**config.mk**
```make
export PLATFORM = sky130hd
export DESIGN_NAME = altitude_observer_pid_thrust
export DESIGN_NICKNAME = d
export VERILOG_FILES = /design/src/sv/aopt_pkg.sv /design/src/sv/altitude_observer_pid_thrust.sv
export SDC_FILE = /design/constraint.sdc
export NUM_CORES = 2
export LEC_CHECK = 0
export BUFFER_PORTS_ARGS = -buffer_cell sky130_fd_sc_hd__buf_2
export CAP_MARGIN = 20
export CORE_AREA = 10 10 422 424
export CTS_CLUSTER_SIZE = 14
export DETAILED_ROUTE_END_ITERATION = 8
export DIE_AREA = 0 0 432 434
export GPL_TIMING_DRIVEN = 0
export HOLD_SLACK_MARGIN = 0.15
export PLACE_DENSITY = 0.57
export SKIP_LAST_GASP = 1
export SLEW_MARGIN = 20
export SYNTH_ARGS = -nofsm -noshare
export SYNTH_HDL_FRONTEND = slang
export SYNTH_SLANG_ARGS = --single-unit
```
**constraint.sdc**
```tcl
create_clock -name clk -period 7.9 [get_ports clk]
set_input_delay 0.395 -clock clk [delete_from_list [all_inputs] [get_ports clk]]
set_output_delay 0.395 -clock clk [all_outputs]
set_load 0.1 [all_outputs]
```
**src/sv/aopt_pkg.sv**
```systemverilog
// Package for the altitude observer and thrust controller: constants, codes and helpers.
`timescale 1ns / 1ps
`default_nettype none

package aopt_pkg;

  // Fixed-point format of every value in the block.
  localparam int FRAC_BITS = 16;

  // Field widths.
  localparam int RANGE_W = 20;
  localparam int TILT_W  = 18;
  localparam int SP_W    = 21;
  localparam int THR_W   = 24;
  localparam int EST_W   = 32;
  localparam int GAIN_W  = 24;
  localparam int DT_W    = 16;
  localparam int IN_W    = 64;
  localparam int OUT_W   = 88;
  localparam int IDX_W   = 3;

  // Serial multiplier: signed multiplicand, unsigned multiplier taken a digit a cycle.
  localparam int A_W     = 58 - FRAC_BITS;
  localparam int B_W     = GAIN_W;
  localparam int DIGIT_W = 4;
  localparam int NDIG    = B_W / DIGIT_W;
  localparam int CNT_W   = $clog2(NDIG);
  localparam int HI_W    = A_W + 2;
  localparam int SUM_W   = HI_W + DIGIT_W + 1;
  localparam int R_W     = HI_W + B_W;
  localparam int PID_W   = R_W + 2;

  // Setpoint shaping: truncating divide by five through a reciprocal.
  localparam int REF_W      = 26;
  localparam int DIV5_SHIFT = 24;
  localparam logic [21:0] DIV5_MUL = 22'd3355444;

  localparam logic signed [31:0] GRAV_Q =
    32'((981 * (64'sd1 <<< FRAC_BITS) + 64'sd50) / 64'sd100);

  // Register indexes.
  localparam logic [IDX_W-1:0] REG_POSITION_GAIN          = 3'd0;
  localparam logic [IDX_W-1:0] REG_INTEGRAL_GAIN          = 3'd1;
  localparam logic [IDX_W-1:0] REG_VELOCITY_GAIN          = 3'd2;
  localparam logic [IDX_W-1:0] REG_VEHICLE_MASS           = 3'd3;
  localparam logic [IDX_W-1:0] REG_INVERSE_MASS           = 3'd4;
  localparam logic [IDX_W-1:0] REG_OBSERVER_POSITION_GAIN = 3'd5;
  localparam logic [IDX_W-1:0] REG_OBSERVER_VELOCITY_GAIN = 3'd6;
  localparam logic [IDX_W-1:0] REG_TIME_STEP              = 3'd7;

  typedef enum logic [2:0] {
    ST_IDLE,
    ST_LOAD,
    ST_MUL,
    ST_WB,
    ST_DONE
  } state_t;

  // One product per step, in the order the tick needs them.
  typedef enum logic [3:0] {
    STEP_ZM,
    STEP_PRED_H,
    STEP_PRED_ACC,
    STEP_PRED_V,
    STEP_COR_V,
    STEP_COR_H,
    STEP_INT,
    STEP_KP,
    STEP_KI,
    STEP_KD,
    STEP_MASS
  } step_t;

  function automatic logic signed [31:0] sat32(input logic signed [PID_W-1:0] v);
    logic signed [PID_W-1:0] lim_hi;
    logic signed [PID_W-1:0] lim_lo;
    lim_hi = PID_W'(32'sh7fff_ffff);
    lim_lo = PID_W'($signed(32'h8000_0000));
    if (v > lim_hi) begin
      sat32 = 32'sh7fff_ffff;
    end else if (v < lim_lo) begin
      sat32 = $signed(32'h8000_0000);
    end else begin
      sat32 = v[31:0];
    end
  endfunction

  function automatic logic signed [THR_W-1:0] sat24(input logic signed [PID_W-1:0] v);
    logic signed [PID_W-1:0] lim_hi;
    logic signed [PID_W-1:0] lim_lo;
    lim_hi = PID_W'(24'sh7f_ffff);
    lim_lo = PID_W'($signed(24'h80_0000));
    if (v > lim_hi) begin
      sat24 = 24'sh7f_ffff;
    end else if (v < lim_lo) begin
      sat24 = $signed(24'h80_0000);
    end else begin
      sat24 = v[THR_W-1:0];
    end
  endfunction

endpackage

`default_nettype wire

```
**src/sv/altitude_observer_pid_thrust.sv**
```systemverilog
// Top level: altitude observer and PID thrust controller around one digit-serial multiplier.
`timescale 1ns / 1ps
`default_nettype none

// One input beat is one control tick. The block predicts height and climb rate from the
// previous thrust, corrects both against the tilt-compensated range, updates the integral
// error and returns one output beat with the saturated thrust and both estimates. All
// arithmetic is signed fixed point with FRAC_BITS fraction bits; every product is rounded
// half up. The eleven products of a tick share a single multiplier that consumes its
// unsigned operand four bits per cycle, so each product passes through a load step, the
// digit steps and a write-back step. A new beat is accepted only once the previous tick
// has been handed to the output register. The output register lets the next beat be
// accepted while the previous result still waits for the sink. Configuration writes are
// taken at any time but should only be made while the block is idle.
module altitude_observer_pid_thrust (
  input  wire                          clk,
  input  wire                          rst,
  // tdata, lowest bit up: range_reading[19:0], tilt_cosine[37:20],
  // altitude_setpoint[58:38], zero padding[63:59]
  input  wire                          s_tvalid,
  output logic                         s_tready,
  input  wire  [aopt_pkg::IN_W-1:0]    s_tdata,
  // tdata, lowest bit up: thrust[23:0], altitude_estimate[55:24],
  // velocity_estimate[87:56]
  output logic                         m_tvalid,
  input  wire                          m_tready,
  output logic [aopt_pkg::OUT_W-1:0]   m_tdata,
  input  wire                          cfg_we,
  input  wire  [aopt_pkg::IDX_W-1:0]   cfg_index,
  input  wire  [aopt_pkg::GAIN_W-1:0]  cfg_data
);
  import aopt_pkg::*;

  localparam logic signed [HI_W-1:0]  HALF_HI  = HI_W'(64'sd1 <<< (FRAC_BITS - 1));
  localparam logic signed [REF_W-1:0] HALF_REF = REF_W'(64'sd1 <<< (FRAC_BITS - 1));

  // Configuration registers.
  logic [GAIN_W-1:0] position_gain;
  logic [GAIN_W-1:0] integral_gain;
  logic [GAIN_W-1:0] velocity_gain;
  logic [GAIN_W-1:0] vehicle_mass;
  logic [GAIN_W-1:0] inverse_mass;
  logic [GAIN_W-1:0] observer_position_gain;
  logic [GAIN_W-1:0] observer_velocity_gain;
  logic [DT_W-1:0]   time_step;

  // Filter and controller state carried from tick to tick.
  logic signed [31:0]      height;
  logic signed [31:0]      climb_rate;
  logic signed [31:0]      error_integral;
  logic signed [THR_W-1:0] previous_thrust;

  // Per-tick working registers.
  logic [RANGE_W-1:0]        range_q;
  logic signed [TILT_W-1:0]  tilt_q;
  logic signed [SP_W-1:0]    sp_q;
  logic signed [REF_W-1:0]   ref_q;
  logic signed [A_W-1:0]     zm;
  logic signed [A_W-1:0]     accel;
  logic signed [PID_W-1:0]   pid;
  logic signed [THR_W-1:0]   thrust_q;

  // Multiplier registers.
  logic signed [A_W-1:0]  mul_a;
  logic [B_W-1:0]         mul_b;
  logic signed [HI_W-1:0] hi;
  logic [B_W-1:0]         lo;
  logic [CNT_W-1:0]       dig_cnt;

  state_t state;
  state_t state_next;
  step_t  step;

  logic in_fire;
  logic out_free;

  assign in_fire  = s_tvalid && s_tready;
  assign out_free = !m_tvalid || m_tready;
  // No beat is taken while reset is held.
  assign s_tready = (state == ST_IDLE) && !rst;

  // Setpoint shaping: above half a metre the excess is divided by five, truncated.
  logic signed [REF_W-1:0] sp_ext;
  logic signed [REF_W-1:0] sp_off;
  logic [42:0]             ref_prod;
  logic signed [REF_W-1:0] ref_comb;

  always_comb begin
    sp_ext   = REF_W'(sp_q);
    sp_off   = sp_ext - HALF_REF;
    ref_prod = 43'(sp_off[20:0]) * 43'(DIV5_MUL);
    if (sp_ext > HALF_REF) begin
      ref_comb = HALF_REF + REF_W'($signed({1'b0, ref_prod[42:DIV5_SHIFT]}));
    end else begin
      ref_comb = sp_ext;
    end
  end

  // Innovation and altitude error, formed when the product that needs them is loaded.
  logic signed [PID_W-1:0] innov_w;
  logic signed [PID_W-1:0] err_w;

  assign innov_w = PID_W'(zm) - PID_W'(height);
  assign err_w   = PID_W'(ref_q) - PID_W'(height);

  // Operand selection for the product of the current step.
  logic signed [A_W-1:0] a_sel;
  logic [B_W-1:0]        b_sel;

  always_comb begin
    a_sel = A_W'(climb_rate);
    b_sel = B_W'(time_step);
    case (step)
      STEP_ZM: begin
        a_sel = A_W'(tilt_q);
        b_sel = B_W'(range_q);
      end
      STEP_PRED_H: begin
        a_sel = A_W'(climb_rate);
        b_sel = B_W'(time_step);
      end
      STEP_PRED_ACC: begin
        a_sel = A_W'(previous_thrust);
        b_sel = inverse_mass;
      end
      STEP_PRED_V: begin
        a_sel = accel;
        b_sel = B_W'(time_step);
      end
      STEP_COR_V: begin
        a_sel = innov_w[A_W-1:0];
        b_sel = observer_velocity_gain;
      end
      STEP_COR_H: begin
        a_sel = innov_w[A_W-1:0];
        b_sel = observer_position_gain;
      end
      STEP_INT: begin
        a_sel = err_w[A_W-1:0];
        b_sel = B_W'(time_step);
      end
      STEP_KP: begin
        a_sel = err_w[A_W-1:0];
        b_sel = position_gain;
      end
      STEP_KI: begin
        a_sel = A_W'(error_integral);
        b_sel = integral_gain;
      end
      STEP_KD: begin
        a_sel = A_W'(climb_rate);
        b_sel = velocity_gain;
      end
      STEP_MASS: begin
        a_sel = pid[A_W-1:0];
        b_sel = vehicle_mass;
      end
      default: begin
        a_sel = A_W'(climb_rate);
        b_sel = B_W'(time_step);
      end
    endcase
  end

  // One digit step: the running sum moves right by a digit each cycle, its low bits
  // collecting in lo. The rounding half is preloaded into hi.
  logic signed [SUM_W-1:0] a_ext;
  logic signed [SUM_W-1:0] d_ext;
  logic signed [SUM_W-1:0] mul_sum;

  assign a_ext   = SUM_W'(mul_a);
  assign d_ext   = SUM_W'($signed({1'b0, mul_b[DIGIT_W-1:0]}));
  assign mul_sum = SUM_W'(hi) + a_ext * d_ext;

  // Rounded product once all digits are in.
  logic signed [R_W-1:0]   res;
  logic signed [PID_W-1:0] res_w;

  assign res   = $signed({hi, lo}) >>> FRAC_BITS;
  assign res_w = PID_W'(res);

  logic signed [PID_W-1:0] accel_w;
  assign accel_w = res_w - PID_W'(GRAV_Q);

  // Sequencer.
  always_comb begin
    state_next = state;
    unique case (state)
      ST_IDLE: begin
        if (in_fire) begin
          state_next = ST_LOAD;
        end
      end
      ST_LOAD: begin
        state_next = ST_MUL;
      end
      ST_MUL: begin
        if (dig_cnt == CNT_W'(NDIG - 1)) begin
          state_next = ST_WB;
        end
      end
      ST_WB: begin
        if (step == STEP_MASS) begin
          state_next = ST_DONE;
        end else begin
          state_next = ST_LOAD;
        end
      end
      ST_DONE: begin
        if (out_free) begin
          state_next = ST_IDLE;
        end
      end
      default: begin
        state_next = ST_IDLE;
      end
    endcase
  end

  always_ff @(posedge clk) begin
    if (rst) begin
      state <= ST_IDLE;
    end else begin
      state <= state_next;
    end
  end

  always_ff @(posedge clk) begin
    if (rst) begin
      step <= STEP_ZM;
    end else if (in_fire) begin
      step <= STEP_ZM;
    end else if (state == ST_WB && step != STEP_MASS) begin
      step <= step_t'(step + 4'd1);
    end
  end

  // Configuration writes.
  always_ff @(posedge clk) begin
    if (rst) begin
      position_gain          <= 24'd458752;
      integral_gain          <= 24'd58982;
      velocity_gain          <= 24'd288358;
      vehicle_mass           <= 24'd2530;
      inverse_mass           <= 24'd1698120;
      observer_position_gain <= 24'd4634;
      observer_velocity_gain <= 24'd32768;
      time_step              <= 16'd328;
    end else if (cfg_we) begin
      unique case (cfg_index)
        REG_POSITION_GAIN:          position_gain          <= cfg_data;
        REG_INTEGRAL_GAIN:          integral_gain          <= cfg_data;
        REG_VELOCITY_GAIN:          velocity_gain          <= cfg_data;
        REG_VEHICLE_MASS:           vehicle_mass           <= cfg_data;
        REG_INVERSE_MASS:           inverse_mass           <= cfg_data;
        REG_OBSERVER_POSITION_GAIN: observer_position_gain <= cfg_data;
        REG_OBSERVER_VELOCITY_GAIN: observer_velocity_gain <= cfg_data;
        REG_TIME_STEP:              time_step              <= cfg_data[DT_W-1:0];
        default: begin
        end
      endcase
    end
  end

  // Input capture and multiplier.
  always_ff @(posedge clk) begin
    if (in_fire) begin
      range_q <= s_tdata[19:0];
      tilt_q  <= s_tdata[37:20];
      sp_q    <= s_tdata[58:38];
    end
    if (state == ST_LOAD) begin
      mul_a   <= a_sel;
      mul_b   <= b_sel;
      hi      <= HALF_HI;
      lo      <= '0;
      dig_cnt <= '0;
      if (step == STEP_ZM) begin
        ref_q <= ref_comb;
      end
    end else if (state == ST_MUL) begin
      hi      <= HI_W'(mul_sum >>> DIGIT_W);
      lo      <= {mul_sum[DIGIT_W-1:0], lo[B_W-1:DIGIT_W]};
      mul_b   <= mul_b >> DIGIT_W;
      dig_cnt <= dig_cnt + CNT_W'(1);
    end
  end

  // Write-back of each product into the working values.
  always_ff @(posedge clk) begin
    if (state == ST_WB) begin
      case (step)
        STEP_ZM:       zm    <= res[A_W-1:0];
        STEP_PRED_ACC: accel <= accel_w[A_W-1:0];
        STEP_KP:       pid   <= PID_W'(GRAV_Q) + res_w;
        STEP_KI:       pid   <= pid + res_w;
        STEP_KD:       pid   <= PID_W'(sat32(pid - res_w));
        STEP_MASS:     thrust_q <= sat24(res_w);
        default: begin
        end
      endcase
    end
  end

  // State that survives the tick is reset to zero.
  always_ff @(posedge clk) begin
    if (rst) begin
      height          <= '0;
      climb_rate      <= '0;
      error_integral  <= '0;
      previous_thrust <= '0;
    end else if (state == ST_WB) begin
      case (step)
        STEP_PRED_H: height         <= sat32(PID_W'(height) + res_w);
        STEP_PRED_V: climb_rate     <= sat32(PID_W'(climb_rate) + res_w);
        STEP_COR_V:  climb_rate     <= sat32(PID_W'(climb_rate) + res_w);
        STEP_COR_H:  height         <= sat32(PID_W'(height) + res_w);
        STEP_INT:    error_integral <= sat32(PID_W'(error_integral) + res_w);
        STEP_MASS:   previous_thrust <= sat24(res_w);
        default: begin
        end
      endcase
    end
  end

  // Output register.
  always_ff @(posedge clk) begin
    if (rst) begin
      m_tvalid <= 1'b0;
    end else if (state == ST_DONE && out_free) begin
      m_tvalid <= 1'b1;
    end else if (m_tready) begin
      m_tvalid <= 1'b0;
    end
  end

  always_ff @(posedge clk) begin
    if (state == ST_DONE && out_free) begin
      m_tdata <= {climb_rate, height, thrust_q};
    end
  end

`ifndef SYNTHESIS
  a_accept_starts_tick: assert property (@(posedge clk) disable iff (rst)
    in_fire |=> (state == ST_LOAD && step == STEP_ZM))
    else $error("accepted beat did not start a tick at its first product");

  a_digit_count_bound: assert property (@(posedge clk) disable iff (rst)
    (state == ST_MUL) |-> (dig_cnt <= CNT_W'(NDIG - 1)))
    else $error("digit counter ran past the last digit");

  a_last_product_ends_tick: assert property (@(posedge clk) disable iff (rst)
    (state == ST_WB && step == STEP_MASS) |=> (state == ST_DONE))
    else $error("tick did not finish after the thrust product");

  a_result_only_from_done: assert property (@(posedge clk) disable iff (rst)
    $rose(m_tvalid) |-> $past(state == ST_DONE))
    else $error("result presented outside the hand-over cycle");

  a_no_accept_while_busy: assert property (@(posedge clk) disable iff (rst)
    (state == ST_MUL || state == ST_WB) |-> !s_tready)
    else $error("input ready while a tick is in progress");
`endif

endmodule

`default_nettype wire

```
==> impl_metrics.toml <==
[synthesis]
yosysSeqAreaShare_pct = 29.3
synth_area_per_cell_um2 = 8.79
syn-cell-area_um2 = 67200
yosysTopAreaCellShare_pct = 18.4
synthTopCellsByArea = "edfxtp_1 18%, ha_1 13%, dfxtp_1 11%, fa_1 8.5%, a21oi_1 5.3%"
post-synth-top-area-cell = "edfxtp_1"
synth_flop_cell = "edfxtp_1"
asr_flop_ratio_synth_pct = 0
synth.lib_cells_used.distinct = 106
synth_enable_flop_cells = 412
post_synth_net_total = 8706
yosys_warnings = 0
most_numerous_cell_in_the_yosys_netlist = "nand2_1"
syn_inst = 7646
yosys-top-cells-count = "835 x nand2_1, 706 x a21oi_1, 680 x ha_1"
ys_ff_latch = 779

[hold_path]
hp-class = "in -> reg"
min_to = "m_tvalid"
hold_depth = 3
hold_path.startpoint = "m_tready"

[worst_setup_path]
type_of_the_setup_path_with_the_least_slack = "reg -> reg"
worst-r2r-setup-slack_ps = 280
crit-reg2reg-launch = "sp_q[13]"
critPathRequiredTime_ps = 8320
r2r-end = "ref_q[16]"
cp_max_fo = 6
start_kind = "flip-flop"
reg2reg_depth = 26
arrival_ps = 8040
critPathCaptureType = "flip-flop"

[floorplanning]
fp.dieArea_um2 = 187000
core.rowCount = 151
design.portCount = 186
die-height_um = 434
dieWidth_um = 432
floorplan.core_area_um2 = 169000
floorplan.initialDensity_pct = 39.8

[sta]
min_period_ps = 7620
setup_viols_final = 0
period_share_pct = 96.4
finClkSkew_ps = 55.5
drv_slew = 0
finalHoldViolCount = 0
setup_ws_ps = 284
hold_slack_ps = 207
max_slew_headroom_at_the_worst_pin_pct = 17.0
timing.fmax_mhz = 131
worst_slew_pin_slew_ps = 1230

[grt]
gr-total-overflow = 0
number_of_global_route_vias_before_repair = 59300
largest_net_degree_at_the_start_of_global_routing = 55
grt_util_all_layers_pct = 26.2
grt_pass1_wl_um = 377000
initial_antenna_violation_count = 7

[route]
first_pass_iters = 8
detailedRoute.firstIterationViolations = 5346
via_count = 59900
avgRoutedWirePerCell_um = 24.6
drt-total-wl_um = 253000
vias_per_cell = 5.81
detail_route.drc_violations = 0
drtAntennaViolNets = 0

[finish]
nFillCells = 16500
finalCoreUtilization_pct = 44.6
finalNetCount = 9063
synthToLayoutAreaGrowth_pct = 12.1
post_route_cells_drive_above_1_share_pct = 6.36

[clocking]
cts_htree_levels = 3
clk_root_buffer_cell = "clkbuf_16"
tritoncts_clock_tree = "done"
cts.clk_slew.worst_paths_ps = 60
clkLatencyLatePin_ps = 750
ctsLongestPathBuffers = 3
cts.sinks = 779
cts_inserted_buffers = 90

[placed_design]
place.detailed.hpwl_um = 204000
dpl_worst_slack_ps = -1160
place.gp.congestion = 0.975
io_buffers = 162

[job]
maxCapViolations = 0

[outcome]
status = "complete, no violations"
[critical path, cell delays in order, from the launching register on]
cell,delay (ps)
edfxtp_1,660
inv_1,200
ha_1,550
fa_1,470
ha_1,290
inv_1,50
fa_1,500
inv_1,50
fa_1,470
fa_1,570
inv_1,60
fa_1,510
inv_1,40
ha_1,330
a211oi_1,330
a221oi_2,110
o2111ai_2,210
nand2_1,90
o21ai_2,220
a21oi_2,110
o2111ai_2,290
a31oi_4,160
buf_4,170
o311ai_2,350
ha_1,300
nand2_1,50
o21ai_0,190
[placed cells by master (no fill, tap or decap), types with 136 or more instances in the layout]
master / count
o21ai_0: 317
ha_1: 676
a21oi_1: 704
dfxtp_1: 364
xor2_1: 136
nor3_1: 138
fa_1: 284
nand3_1: 138
nor2_1: 524
buf_2: 189
nand2_1: 835
inv_1: 491
a21o_1: 223
xnor2_1: 325
and2_1: 191
clkbuf_1: 317
edfxtp_1: 412
[timing repair]
action | in CTS | in global routing
hold buffers | 85 | 0
cloned | 0 | 0
endpoints found under the setup margin | 10 | 5
gates resized for setup | 12 | 14
pin swaps | 0 | 3
hold endpoints to repair | 248 | 0
buffers inserted | 1 | 3
[through the flow]
stage	TNS, ps	std cells	cell area, um2
floorplan	0	7646	67200
global placement	-101750	10000	70800
finish	0	10300	75400
detailed placement	-6350	10000	71200
global route	-27.8	10300	75400
CTS	0	10300	75300
[cells by family (layout without fill, tap and decap cells)]
kind of cell	after synthesis	count (layout)	share of synthesized area, %
multiplexers	45	45	0.685
AND/OR/NAND/NOR	2349	2349	16.7
buffers and inverters	883	1318	5.07
AO/OA/AOI/OAI	2161	2161	21.1
XOR/XNOR	465	465	6.06
flip-flops	779	779	29.3
adder cells (fa/ha/maj)	964	964	21.1
other	0	1	0
[area by class of cell]
cell class                      instances  area, um2  area share [%]
Antenna cell                            1       2.50         0.00332
Buffer                                379       1540            2.05
Timing Repair Buffer                  265       1930            2.57
Sequential cell                       779      19700            26.2
Inverter                              504       1890            2.51
Multi-Input combinational cell       5984      44300            58.8
Clock buffer                          121       2540            3.37
Tap cell                             2218       2780            3.68
Clock inverter                         49        643           0.853
[routing by layer]
layer / part of all wire, % / track usage (%)
met1: 41 / 32.7
met2: 47 / 44.3
met3: 5.9 / 3.44
met4: 5.8 / 13.5
met5: 0.0063 / 0
[state kept, by name (all words and copies together), names as in the netlist, 32 cells and up]
register and count:
accel 42, climb_rate 32, error_integral 32, height 32, hi 44, m_tdata 88
mul_a 42, pid 70, zm 42
[how the worst max path moves through the flow]
stage	from	slack, ps	depth (start not counted)	to
floorplan	sp_q[15]	590	27	ref_q[17]
global placement	sp_q[15]	-1210	26	ref_q[17]
detailed placement	sp_q[15]	-1160	26	ref_q[17]
CTS	sp_q[15]	30	29	ref_q[16]
global route	sp_q[15]	-30	28	ref_q[16]
finish	sp_q[13]	280	26	ref_q[16]
Power is not shown: default switching activity piles up to over one toggle a cycle in this logic, so the estimate is an artifact.
